===== src/rtl/assert_macros.svh =====
// ----------------------------------------------------------------------------
// Assertion macros
// Clocked invariant and implication checks on clk, disabled while arst_n is low.
// ----------------------------------------------------------------------------
`ifndef ASSERT_MACROS_SVH
`define ASSERT_MACROS_SVH
`ifndef SYNTH
// invariant that holds at every edge out of reset
`define ASSERT_HOLDS(lbl, expr) \
	lbl: assert property (@(posedge clk) disable iff (!arst_n) (expr)) \
		else $error("assertion failed: invariant");
// same-cycle implication
`define ASSERT_IMPLIES(lbl, ante, cons) \
	lbl: assert property (@(posedge clk) disable iff (!arst_n) (ante) |-> (cons)) \
		else $error("assertion failed: implication");
`else
`define ASSERT_HOLDS(lbl, expr)
`define ASSERT_IMPLIES(lbl, ante, cons)
`endif
`endif


===== src/rtl/pimcl_pkg.sv =====
// ----------------------------------------------------------------------------
// pimcl_pkg
// Widths, reset values, register codes and shared types of the PI current loop.
// ----------------------------------------------------------------------------
package pimcl_pkg;

	localparam int SUM_BITS_DEF  = 40;
	localparam int PWM_TOP       = 4095;
	localparam int LEVEL_BITS    = 12;
	localparam int ADC_BITS      = 12;
	localparam int GAIN_BITS     = 32;
	localparam int TARGET_BITS   = 15;
	localparam int CUR_BITS      = 16;
	localparam int CNT_BITS      = 16;
	localparam int CFG_IDX_BITS  = 3;
	localparam int CFG_DATA_BITS = 32;
	localparam int QUEUE_DEPTH   = 4;

	localparam logic [LEVEL_BITS-1:0] PWM_LEVEL = LEVEL_BITS'(PWM_TOP);

	localparam logic [GAIN_BITS-1:0]   RST_PROP_GAIN  = 32'd8589935;
	localparam logic [GAIN_BITS-1:0]   RST_INTEG_GAIN = 32'd4295;
	localparam logic [TARGET_BITS-1:0] RST_TARGET     = 15'd5000;
	localparam logic [ADC_BITS-1:0]    RST_POT_LOW    = 12'd1600;
	localparam logic [ADC_BITS-1:0]    RST_POT_HIGH   = 12'd3000;
	localparam logic [LEVEL_BITS-1:0]  RST_DUTY_LIMIT = 12'd3000;
	localparam logic [CNT_BITS-1:0]    RST_FLIP       = 16'd100;
	localparam logic [CNT_BITS-1:0]    RST_RUN_LEN    = 16'd400;

	typedef enum logic [CFG_IDX_BITS-1:0] {
		REG_PROP_GAIN,
		REG_INTEG_GAIN,
		REG_TARGET,
		REG_POT_LOW,
		REG_POT_HIGH,
		REG_DUTY_LIMIT,
		REG_FLIP_PERIOD,
		REG_RUN_LENGTH
	} cfg_reg_t;

	// what the back end does with an item
	typedef enum logic [2:0] {
		KIND_HOLD,     // no control work, levels and integral kept
		KIND_START,    // run armed, integral cleared, levels kept
		KIND_CUTOFF,   // pot out of window, drive and integral zeroed
		KIND_CONTROL,  // PI step
		KIND_STOP      // run over, drive and integral zeroed
	} kind_t;

	typedef struct packed {
		logic [GAIN_BITS-1:0]   prop_gain;
		logic [GAIN_BITS-1:0]   integ_gain;
		logic [TARGET_BITS-1:0] target_current;
		logic [ADC_BITS-1:0]    pot_low_limit;
		logic [ADC_BITS-1:0]    pot_high_limit;
		logic [LEVEL_BITS-1:0]  duty_limit;
		logic [CNT_BITS-1:0]    flip_period;
		logic [CNT_BITS-1:0]    run_length;
	} cfg_t;

	typedef struct packed {
		kind_t                kind;
		logic [CUR_BITS-1:0]  desired;
		logic [CUR_BITS-1:0]  measured;
		logic                 logged;
		logic [CNT_BITS-1:0]  index;
		logic                 cutoff;
		logic                 run_active;
	} entry_t;

endpackage


===== src/rtl/pimcl_queue.sv =====
// ----------------------------------------------------------------------------
// pimcl_queue
// Small FIFO of classified items between the front and the back end.
// ----------------------------------------------------------------------------
module pimcl_queue #(
	parameter int DEPTH = pimcl_pkg::QUEUE_DEPTH
) (
	input  logic              clk,
	input  logic              arst_n,
	input  logic              push,
	input  pimcl_pkg::entry_t wr_data,
	output logic              full,
	input  logic              pop,
	output logic              empty,
	output pimcl_pkg::entry_t rd_data
);

	localparam int PTR_BITS = (DEPTH > 1) ? $clog2(DEPTH) : 1;
	localparam int CNT_W    = $clog2(DEPTH + 1);

	pimcl_pkg::entry_t   mem_q [DEPTH];
	logic [PTR_BITS-1:0] wr_ptr_q;
	logic [PTR_BITS-1:0] rd_ptr_q;
	logic [CNT_W-1:0]    count_q;

	assign full    = (count_q == CNT_W'(DEPTH));
	assign empty   = (count_q == '0);
	assign rd_data = mem_q[rd_ptr_q];

	always_ff @(posedge clk) begin
		if (push) begin
			mem_q[wr_ptr_q] <= wr_data;
		end
	end

	always_ff @(posedge clk or negedge arst_n) begin
		if (!arst_n) begin
			wr_ptr_q <= '0;
			rd_ptr_q <= '0;
			count_q  <= '0;
		end else begin
			if (push) begin
				wr_ptr_q <= (wr_ptr_q == PTR_BITS'(DEPTH - 1)) ? '0 :
					wr_ptr_q + PTR_BITS'(1);
			end
			if (pop) begin
				rd_ptr_q <= (rd_ptr_q == PTR_BITS'(DEPTH - 1)) ? '0 :
					rd_ptr_q + PTR_BITS'(1);
			end
			unique case ({push, pop})
				2'b10: count_q <= count_q + CNT_W'(1);
				2'b01: count_q <= count_q - CNT_W'(1);
				default: count_q <= count_q;
			endcase
		end
	end

endmodule


===== config.mk =====
export PLATFORM = sky130hd
export DESIGN_NAME = pimcl_queue
export DESIGN_NICKNAME = d
export VERILOG_FILES = /design/src/rtl/assert_macros.svh /design/src/rtl/pimcl_pkg.sv /design/src/rtl/pimcl_queue.sv
export SDC_FILE = /design/constraint.sdc
export NUM_CORES = 1
export LEC_CHECK = 0
export ABC_AREA = 1
export BUFFER_PORTS_ARGS = -buffer_cell sky130_fd_sc_hd__buf_2
export CORE_ASPECT_RATIO = 0.75
export CORE_UTILIZATION = 40
export DETAILED_ROUTE_END_ITERATION = 12
export PLACE_DENSITY = 0.66
export SYNTH_ARGS = -nofsm -noshare
export SYNTH_HDL_FRONTEND = slang
export SYNTH_SLANG_ARGS = --single-unit

===== constraint.sdc =====
create_clock -name clk -period 2.55 [get_ports clk]
set_input_delay 0.51 -clock clk [delete_from_list [all_inputs] [get_ports clk]]
set_output_delay 0.51 -clock clk [all_outputs]
set_load 0.02 [all_outputs]

==> metrics.txt, run 1 <==
clk buf depth 3; starting density of the core 41.4%; post-CTS setup buffer count 0; post-synth net total 748; number of setup violations in the final report 0; Max-Cap Viols 0; Syn. warnings 0; Die ar. 23800 sq um; total number of vias 5161; CTS buffer count 23; Placed Cells 1070; HPWL after detailed placement 10200 um; first-pass GRT wire length 26600 um; post-route ant nets 0; vias in the first global route 4797; drc violations 0; FF+latch count, synth 223; clock slew at reported path FFs 0.06 ns; First DRT Iteration DRCs 214; via-per-instance ratio 4.64; largest family of logic cells by synthesized area compound AO/OA/AOI/OAI gates; fill cell count 1966; HP Start wr_data[2]; Worst Path Max Fanout 48; final cell count without fillers 1113; die extent in y 134 um; fmax 413 MHz; # rows 47; CORE AREA 22400 sq um; setup_tns 0 ns; Req. time, crit path 2.04 ns; drt first pass iters 4; Mapped Area 9270 sq um; Distinct cells, synth 20; Final Slew Violations 0; # IOs 114; DRT Wirelength 17000 um; startpoint types flop; H-tree Lvls 1; Cells after Synth 683; worst hold path class in2reg; RSZ-0062 raised after global routing no; worst vdd ir 0.769 mV; outcome finished clean; post-synthesis mux area share 0%; Adder-Cell Fraction of Synth Area 1.03%; CTS tree yes; Hold Crit Endpoint mem_q[3][2]; Port Buffers 113; post-synthesis xor/xnor area fraction 0.0945%; worst reg2reg startpoint wr_ptr_q[0]; synthesized area per cell 13.6 sq um; Simple-Gate Fraction of Synth Area 7.40%; clk_lat worst skew 0.50 ns; worst r2r path cells 5; R2R setup slack 0.86 ns; GRT Total Usage 14.6%; Final period util 94.9%; largest net degree at the start of global routing 56; GPL Wtd Cong 0.737; Worst R2R End mem_q[2][33]; Critical-path top delay cell dfrtp_1; CP Cell Sequence clkinv_8 > buf_12 > o211ai_1 > nand2_1 > buf_2; hold-critical path depth 1; routed len/inst 15.3 um; crit path DAT 1.91 ns; root buf cell clkbuf_16; Worst-Margin Slew 0.525 ns; grt ovf 0; Power Density 1150 nW/um^2; DIE WIDTH 178 um; Min Clock Period, post-route 2.42 ns; Slew HR 64.9%; Critical Path End Type primary output; post-synthesis sequential area ratio 71.9%; final hold vios 0; post-synthesis compound-gate area fraction 11.7%; Crit Path Category reg2out; Final Skew 0.00999 ns; clock sink count 223; share of cells above drive strength 1 26.3%; initial antenna violation count 1; Area Overhead vs Synth 19.0%; Critical Path Max Stage Delay 0.48 ns; Final #Nets 867; Leakage Power 4.51 nW
## where the power goes
| part | switching, mW | internal, mW |
|---|---|---|
| sequential | 0.186 | 4.70 |
| clock | 1.29 | 2.17 |
| combinational | 2.93 | 1.44 |
| total | 4.40 | 8.31 |
## layer usage
| layer | vias up | routed length, um | global-route usage [%] |
|---|---|---|---|
| li1 | 2625 | - | - |
| met1 | 2408 | 7890 | 20.0 |
| met2 | 104 | 7840 | 23.6 |
| met3 | 22 | 1030 | 3.88 |
| met4 | 2 | 266 | 2.94 |
| met5 | - | 8 | 0 |
## what timing repair did
item	CTS	global route
endpoints found under the hold margin	7	0
gates resized for setup	0	5
setup endpoints to repair	0	10
hold buffers	1	0
## critical path: cells and delay by family (launching register included)
family	cells	cell delay (ns)
flip-flops	1	0.48
AO/OA/AOI/OAI	1	0.20
AND/OR/NAND/NOR	1	0.11
buffers and inverters	3	0.59
## kinds of logic (layout without fill, tap and decap cells)
family          Yosys count  in the layout
buf+inv                 158            293
flops                   223            223
xor+xnor                  1              1
compound gates          113            113
simple gates            181            181
fa+ha+maj                 7              7
other cells               0              1
## how the worst max path moves through the flow
| stage | slack [ns] | endpoint | from | depth (start not counted) |
|---|---|---|---|---|
| after floorplan | 0.26 | mem_q[1][0] | push | 3 |
| after global placement | 0.60 | rd_data[18] | rd_ptr_q[0] | 6 |
| after detailed placement | 0.57 | rd_data[16] | rd_ptr_q[0] | 6 |
| after CTS | 0.02 | rd_data[16] | rd_ptr_q[0] | 6 |
| after global routing | 0.0003 | rd_data[39] | rd_ptr_q[0] | 5 |
| final | 0.13 | rd_data[5] | rd_ptr_q[0] | 5 |
## state kept, by name, indices dropped and copies added (netlist names)
name and flops:
mem_q 216, count_q 3, rd_ptr_q 2, wr_ptr_q 2
## Yosys cell counts
cell	instances	share of area (%)
buf_2	10	0.54
buf_4	2	0.16
buf_6	15	1.8
clkbuf_1	8	0.32
dfrtp_1	7	1.9
edfxtp_1	216	70
fa_1	1	0.22
ha_1	6	0.81
inv_1	119	4.8
inv_2	2	0.081
inv_4	2	0.13
nand2_1	175	7.1
nand3_1	1	0.054
nand4_1	1	0.068
nor2_1	2	0.081
nor3_1	2	0.11
o211ai_1	58	4.7
o211ai_2	50	6.8
o21ai_1	5	0.27
xnor2_1	1	0.095
## cell type report
cell class	instances	area, sq um	area share [%]
Multi-Input combinational cell	302	1880	17.0
Tap cell	294	368	3.34
Inverter	123	479	4.35
Sequential cell	223	6670	60.5
Clock inverter	10	175	1.59
Clock buffer	31	606	5.49
Timing Repair Buffer	129	855	7.75
Antenna cell	1	2.50	0.0227
## placed cells by master (no fill, tap or decap)
cell type      Yosys  layout
buf_12             0      13
buf_2             10     113
buf_4              2       1
buf_6             15       1
bufinv_16          0       5
clkbuf_1           8       8
clkbuf_16          0      23
clkinv_1           0       3
clkinv_2           0       1
clkinv_8           0       1
dfrtp_1            7       6
dfrtp_4            0       1
diode_2            0       1
dlygate4sd3_1      0       1
edfxtp_1         216     216
fa_1               1       1
ha_1               6       6
inv_1            119     117
inv_2              2       4
inv_6              0       2
nand2_1          175     175
nand3_1            1       1
nand4_1            1       1
nor2_1             2       2
nor3_1             2       2
o211ai_1          58      58
o211ai_2          50      50
o21ai_1            5       5
xnor2_1            1       1
## stage by stage
step	worst slack [ns]	utilization, %	hold slack (ns)	power (mW)	cell area [sq um]
after CTS	0.0155	49.1	0.196	12.9	11000
after global placement	0.601	45.6	0.369	9.35	10200
after detailed placement	0.567	45.6	0.369	9.41	10200
after global routing	0.000258	49.2	0.201	13.5	11000
after floorplan	0.256	-	0.214	8.04	9270
final	0.130	49.2	0.224	12.7	11000
Note: power is estimated with default switching activity, not from simulation.
==> inputs of run 2 (changes only) <==
MAX_ROUTING_LAYER = met4   (was unset)
RECOVER_POWER = 50   (was unset)
==> metrics.txt, run 2 (synthesis results as in run 1) <==
outcome finished clean; H-tree Lvls 1 (unchanged); final cell count without fillers 1112 (-0.090%); leading cell type in the layout, fill and taps excluded edfxtp_1; Max-Cap Viols 0 (unchanged); Slew HR 36.5% (-28 points); crit path DAT 1.91 ns (about the same); HPWL after detailed placement 10200 um (unchanged); Placed Instance Area 10200 sq um (unchanged); total number of vias 5122 (-0.76%); Reg with most FFs mem_q; DRT Wirelength 17100 um (+0.25%); Power Density 1160 nW/um^2 (+0.53%); clock sink count 223 (unchanged); Final period util 95.1% (+0.20 points); largest net degree at the start of global routing 56 (unchanged); routed len/inst 15.4 um (+0.34%); switch share 34.6% (about the same); CORE AREA 22400 sq um (unchanged); startpoint types flop; root buf cell clkbuf_16; vias in the first global route 4801 (+0.083%); Leakage Power 4.35 nW (-3.5%); number of setup violations in the final report 0 (unchanged); commonest non-fill, non-tap cells in the layout edfxtp_1 (216), nand2_1 (175), inv_1 (118); grt ovf 0 (unchanged); CP startpoint rd_ptr_q[0]; Crit Path Category reg2out; # rows 47 (unchanged); GPL Wtd Cong 0.746 (+1.2%); starting density of the core 41.4% (unchanged); initial antenna violation count 0 (-1); clk_lat worst skew 0.50 ns (about the same); drc violations 0 (unchanged); diode count 0 (-1); worst reg2reg startpoint wr_ptr_q[0]; fmax 412 MHz (-0.21%); via-per-instance ratio 4.61 (-0.67%); Critical Path End Type primary output; post-CTS setup buffer count 0 (unchanged); Final Slew Violations 0 (unchanged); Area Overhead vs Synth 18.1%; CP Cell Sequence clkinv_8 > buf_12 > o211ai_1 > nand2_1 > buf_2; DIE WIDTH 178 um (unchanged); GRT Total Usage 15.1% (+0.45 points); Worst Path Max Fanout 48 (unchanged); worst hold path class in2reg; CTS buffer count 23 (unchanged); First DRT Iteration DRCs 210 (-1.9%); Critical Path Max Stage Delay 0.48 ns (about the same); # IOs 114 (unchanged); worst vdd ir 0.769 mV (about the same); Port Buffers 113 (unchanged); drt first pass iters 5 (+1); Internal Power 8.29 mW (-0.26%); clock share of power 27.2% (about the same); Die ar. 23800 sq um (unchanged); first-pass GRT wire length 26500 um (-0.10%); die extent in y 134 um (unchanged); post-route cell area 10900 sq um (-0.77%); Placed Cells 1070 (unchanged); Final Skew 0.00981 ns (-0.000185 ns); clk buf depth 3 (unchanged); Min Clock Period, post-route 2.42 ns (+0.00504 ns); Comb pwr share 34.2% (-0.2 points); biggest regs mem_q: 216 flops, count_q: 3 flops; clock slew at reported path FFs 0.06 ns (about the same); CTS tree yes; HP Start pop; share of cells above drive strength 1 19.2% (-7.1 points); register share of total power 38.6% (about the same); Final #Nets 867 (unchanged); post-route ant nets 0 (unchanged); Req. time, crit path 2.04 ns (about the same); sw power 4.39 mW (-0.22%); Critical-path top delay cell dfrtp_1; Worst-Margin Slew 0.953 ns (+0.428 ns); final hold vios 0 (unchanged); max reg flops 216 (unchanged); RSZ-0062 raised after global routing no; setup_tns 0 ns (unchanged)
## run 2: what timing repair did
item	in CTS	in global routing
hold buffers	1	0
resized for setup	0	5
endpoints found under the setup margin	0	10
endpoints found under the hold margin	7	0
## run 2: layout make-up
type                            count  area (sq um)
Fill cell                        1990         11500
Sequential cell                   223          6670
Multi-Input combinational cell    302          1880
Timing Repair Buffer              129           772
Clock buffer                       31           606
Inverter                          123           479
Tap cell                          294           368
Clock inverter                     10           175
## run 2: power groups by stage
stage,Sequential [mW],Combinational [mW],Clock (mW)
after global routing,4.94,4.79,3.69
after CTS,4.89,4.47,3.56
final,4.89,4.34,3.45
after global placement,4.95,4.41,0
after floorplan,4.92,3.12,0
after detailed placement,4.96,4.45,0
## run 2: through the flow
step	power, mW	hold slack, ns	utilization [%]	worst slack, ns
2_1_floorplan	8.04	0.214	-	0.256
3_3_place_gp	9.35	0.369	45.6	0.601
3_5_place_dp	9.41	0.369	45.6	0.567
4_1_cts	12.9	0.196	49.1	0.0155
5_1_grt	13.4	0.234	48.8	0.000773
6_report	12.7	0.248	48.8	0.125
## run 2: routing by layer
layer / vias to the layer above / global-route usage [%] / part of all wire, %
met1: 2371 / 20.1 / 46
li1: 2617 / - / -
met5: - / - / 0
met4: 0 / 2.94 / 1.5
met2: 113 / 23.6 / 46
met3: 21 / 3.66 / 6.3
## run 2: worst max-delay path: cells and delay by family, from the launching register on
family	cells	cell delay [ns]
AO/OA/AOI/OAI	1	0.20
buffers and inverters	3	0.59
AND/OR/NAND/NOR	1	0.11
flip-flops	1	0.48
## run 2: worst paths after layout
check                               end  slack [ns]  depth (start not counted)
min in group asynchronous    count_q[0]        0.46                          2
max reg2reg                mem_q[3][40]        0.62                          4
max                          rd_data[5]        0.13                          5
max in group asynchronous   rd_ptr_q[1]        1.74                          2
min reg2reg                  count_q[2]        0.50                          2
min                         rd_ptr_q[0]        0.25                          2
==> inputs of run 3 (changes only) <==
CORE_ASPECT_RATIO = 0.6   (was 0.75)
CTS_BUF_LIST = sky130_fd_sc_hd__clkbuf_4   (was unset)
==> metrics.txt, run 3 (synthesis results as in run 1) <==
share of cells above drive strength 1 25.1% (+5.9 points); worst hold path class in2reg; Req. time, crit path 2.04 ns (about the same); outcome finished clean; Die ar. 23800 sq um (about the same); Leakage Power 4.63 nW (+6.2%); Critical Path End Type primary output; total number of vias 5630 (+9.9%); leading cell type in the layout, fill and taps excluded edfxtp_1; Crit Path Category reg2out; H-tree Lvls 2 (+1); Worst Path Max Fanout 21 (-56%); Final Slew Violations 0 (unchanged); CTS buffer count 53 (+130%); HPWL after detailed placement 10700 um (+4.6%); setup_tns 0 ns (unchanged); worst hold margin 0.0905 ns (-0.158 ns); post-route ant nets 0 (unchanged); max reg flops 216 (unchanged); Power Density 1120 nW/um^2 (-3.4%); routed len/inst 15.8 um (+2.9%); final hold vios 0 (unchanged); CP Cell Sequence buf_4 > inv_8 > o211ai_1 > nand2_1 > buf_2; worst r2r path cells 4 (unchanged); number of setup violations in the final report 0 (unchanged); # rows 42 (-11%); Final Skew 0.0421 ns (+0.0322 ns); initial antenna violation count 1 (+1); CTS tree yes; largest net degree at the start of global routing 56 (unchanged); GPL Wtd Cong 0.703 (-5.8%); CORE AREA 22400 sq um (about the same); RSZ-0062 raised after global routing yes; via-per-instance ratio 4.60 (about the same); R2R setup slack 0.89 ns (+0.27 ns); starting density of the core 41.4% (about the same); DRT Wirelength 19300 um (+13%); Max-Cap Viols 0 (unchanged); vias in the first global route 5387 (+12%); worst vdd ir 0.583 mV (-24%); Critical Path Max Stage Delay 0.48 ns (about the same); first-pass GRT wire length 29400 um (+11%); crit path DAT 1.95 ns (+0.04 ns); startpoint types flop; First DRT Iteration DRCs 314 (+50%); root buf cell clkbuf_4; clock sink count 223 (unchanged); hold-critical path depth 2 (unchanged); Area Overhead vs Synth 22.3%; commonest non-fill, non-tap cells in the layout edfxtp_1 (216), nand2_1 (175), inv_1 (118); Critical-path top delay cell dfrtp_2; Reg with most FFs mem_q; worst reg2reg startpoint wr_ptr_q[0]; Final #Nets 938 (+8.2%); # IOs 114 (unchanged); clock slew at reported path FFs 0.07 ns (about the same); CP startpoint rd_ptr_q[0]; Final period util 96.3% (+1.2 points); Port Buffers 113 (unchanged); drt first pass iters 7 (+2); biggest regs mem_q: 216 flops, count_q: 3 flops; Min Clock Period, post-route 2.46 ns (+0.0314 ns); Slew HR 52.7% (+16 points); Worst R2R End mem_q[3][33]; grt ovf 0 (unchanged); drc violations 0 (unchanged); die extent in y 120 um (-10%); DIE WIDTH 199 um (+12%); Worst-Margin Slew 0.710 ns (-0.243 ns); GRT Total Usage 17.0% (+1.9 points); clk_lat worst skew 0.68 ns (+0.18 ns); HP Start pop; fmax 407 MHz (-1.3%); clk buf depth 3 (unchanged); Hold Crit Endpoint rd_ptr_q[0]
## run 3: cell count changes in the layout (fill, tap and decap cells not counted), moves of 7 or more
| cell | delta |
|---|---|
| clkbuf_16 | -20 |
| buf_16 | +7 |
| dlygate4sd3_1 | +26 |
| buf_4 | +15 |
| clkbuf_4 | +79 |
| buf_12 | -11 |
| clkbuf_1 | -8 |
| clkinv_1 | +7 |
## run 3: worst max path at each step
| stage | endpoint | slack, ns |
|---|---|---|
| global route | rd_data[53] | -0.05 |
| detailed placement | rd_data[23] | 0.53 |
| finish | rd_data[41] | 0.09 |
| global placement | rd_data[26] | 0.57 |
| CTS | rd_data[31] | -0.001 |
| floorplan | mem_q[1][0] | 0.26 |
## run 3: through the flow
stage          std cells  power, mW  instance area [sq um]  worst slack (ns)  utilization (%)
6_report            1223       12.7                  11300            0.0939             50.6
2_1_floorplan        683       8.04                   9270             0.256                -
4_1_cts             1207       12.6                  11200         -0.000989             50.0
3_3_place_gp        1085       9.34                  10200             0.569             45.4
5_1_grt             1223       13.5                  11300           -0.0535             50.6
3_5_place_dp        1085       9.41                  10200             0.525             45.4
## run 3: timing repair
action                     4_1_cts  5_1_grt
gates resized for setup         14       11
hold buffers                    21        6
hold endpoints to repair        70       20
setup buffers                    2        6
setup endpoints to repair       53       45
gates cloned                     3        3
pin swaps                        0        3
## run 3: worst max-delay path, delay by kind of cell, from the launching register on
| kind | cells | cell delay (ns) |
|---|---|---|
| buffers and inverters | 3 | 0.46 |
| AO/OA/AOI/OAI | 1 | 0.20 |
| flip-flops | 1 | 0.48 |
| AND/OR/NAND/NOR | 1 | 0.13 |
## run 3: area by class of cell
class	instances	area (sq um)
Fill cell	2035	11100
Sequential cell	223	6670
Multi-Input combinational cell	302	1880
Timing Repair Buffer	168	1200
Clock buffer	80	601
Inverter	123	490
Tap cell	308	385
Clock inverter	16	88.8
Timing Repair inverter	2	22.5
Antenna cell	1	2.50
## run 3: power by group
part	total (mW)	switching, mW	leakage [nW]	internal, mW
sequential	4.91	0.205	2.07	4.70
clock	2.93	1.39	0.416	1.54
combinational	4.87	3.14	2.14	1.72
total	12.7	4.74	4.63	7.96
## run 3: routing by layer
layer	GRT usage (%)	routed length (um)	vias to the layer above
met5	-	0	-
met3	5.23	1370	26
li1	-	-	2789
met1	23.8	9440	2657
met2	23.6	8290	158
met4	5.24	233	0
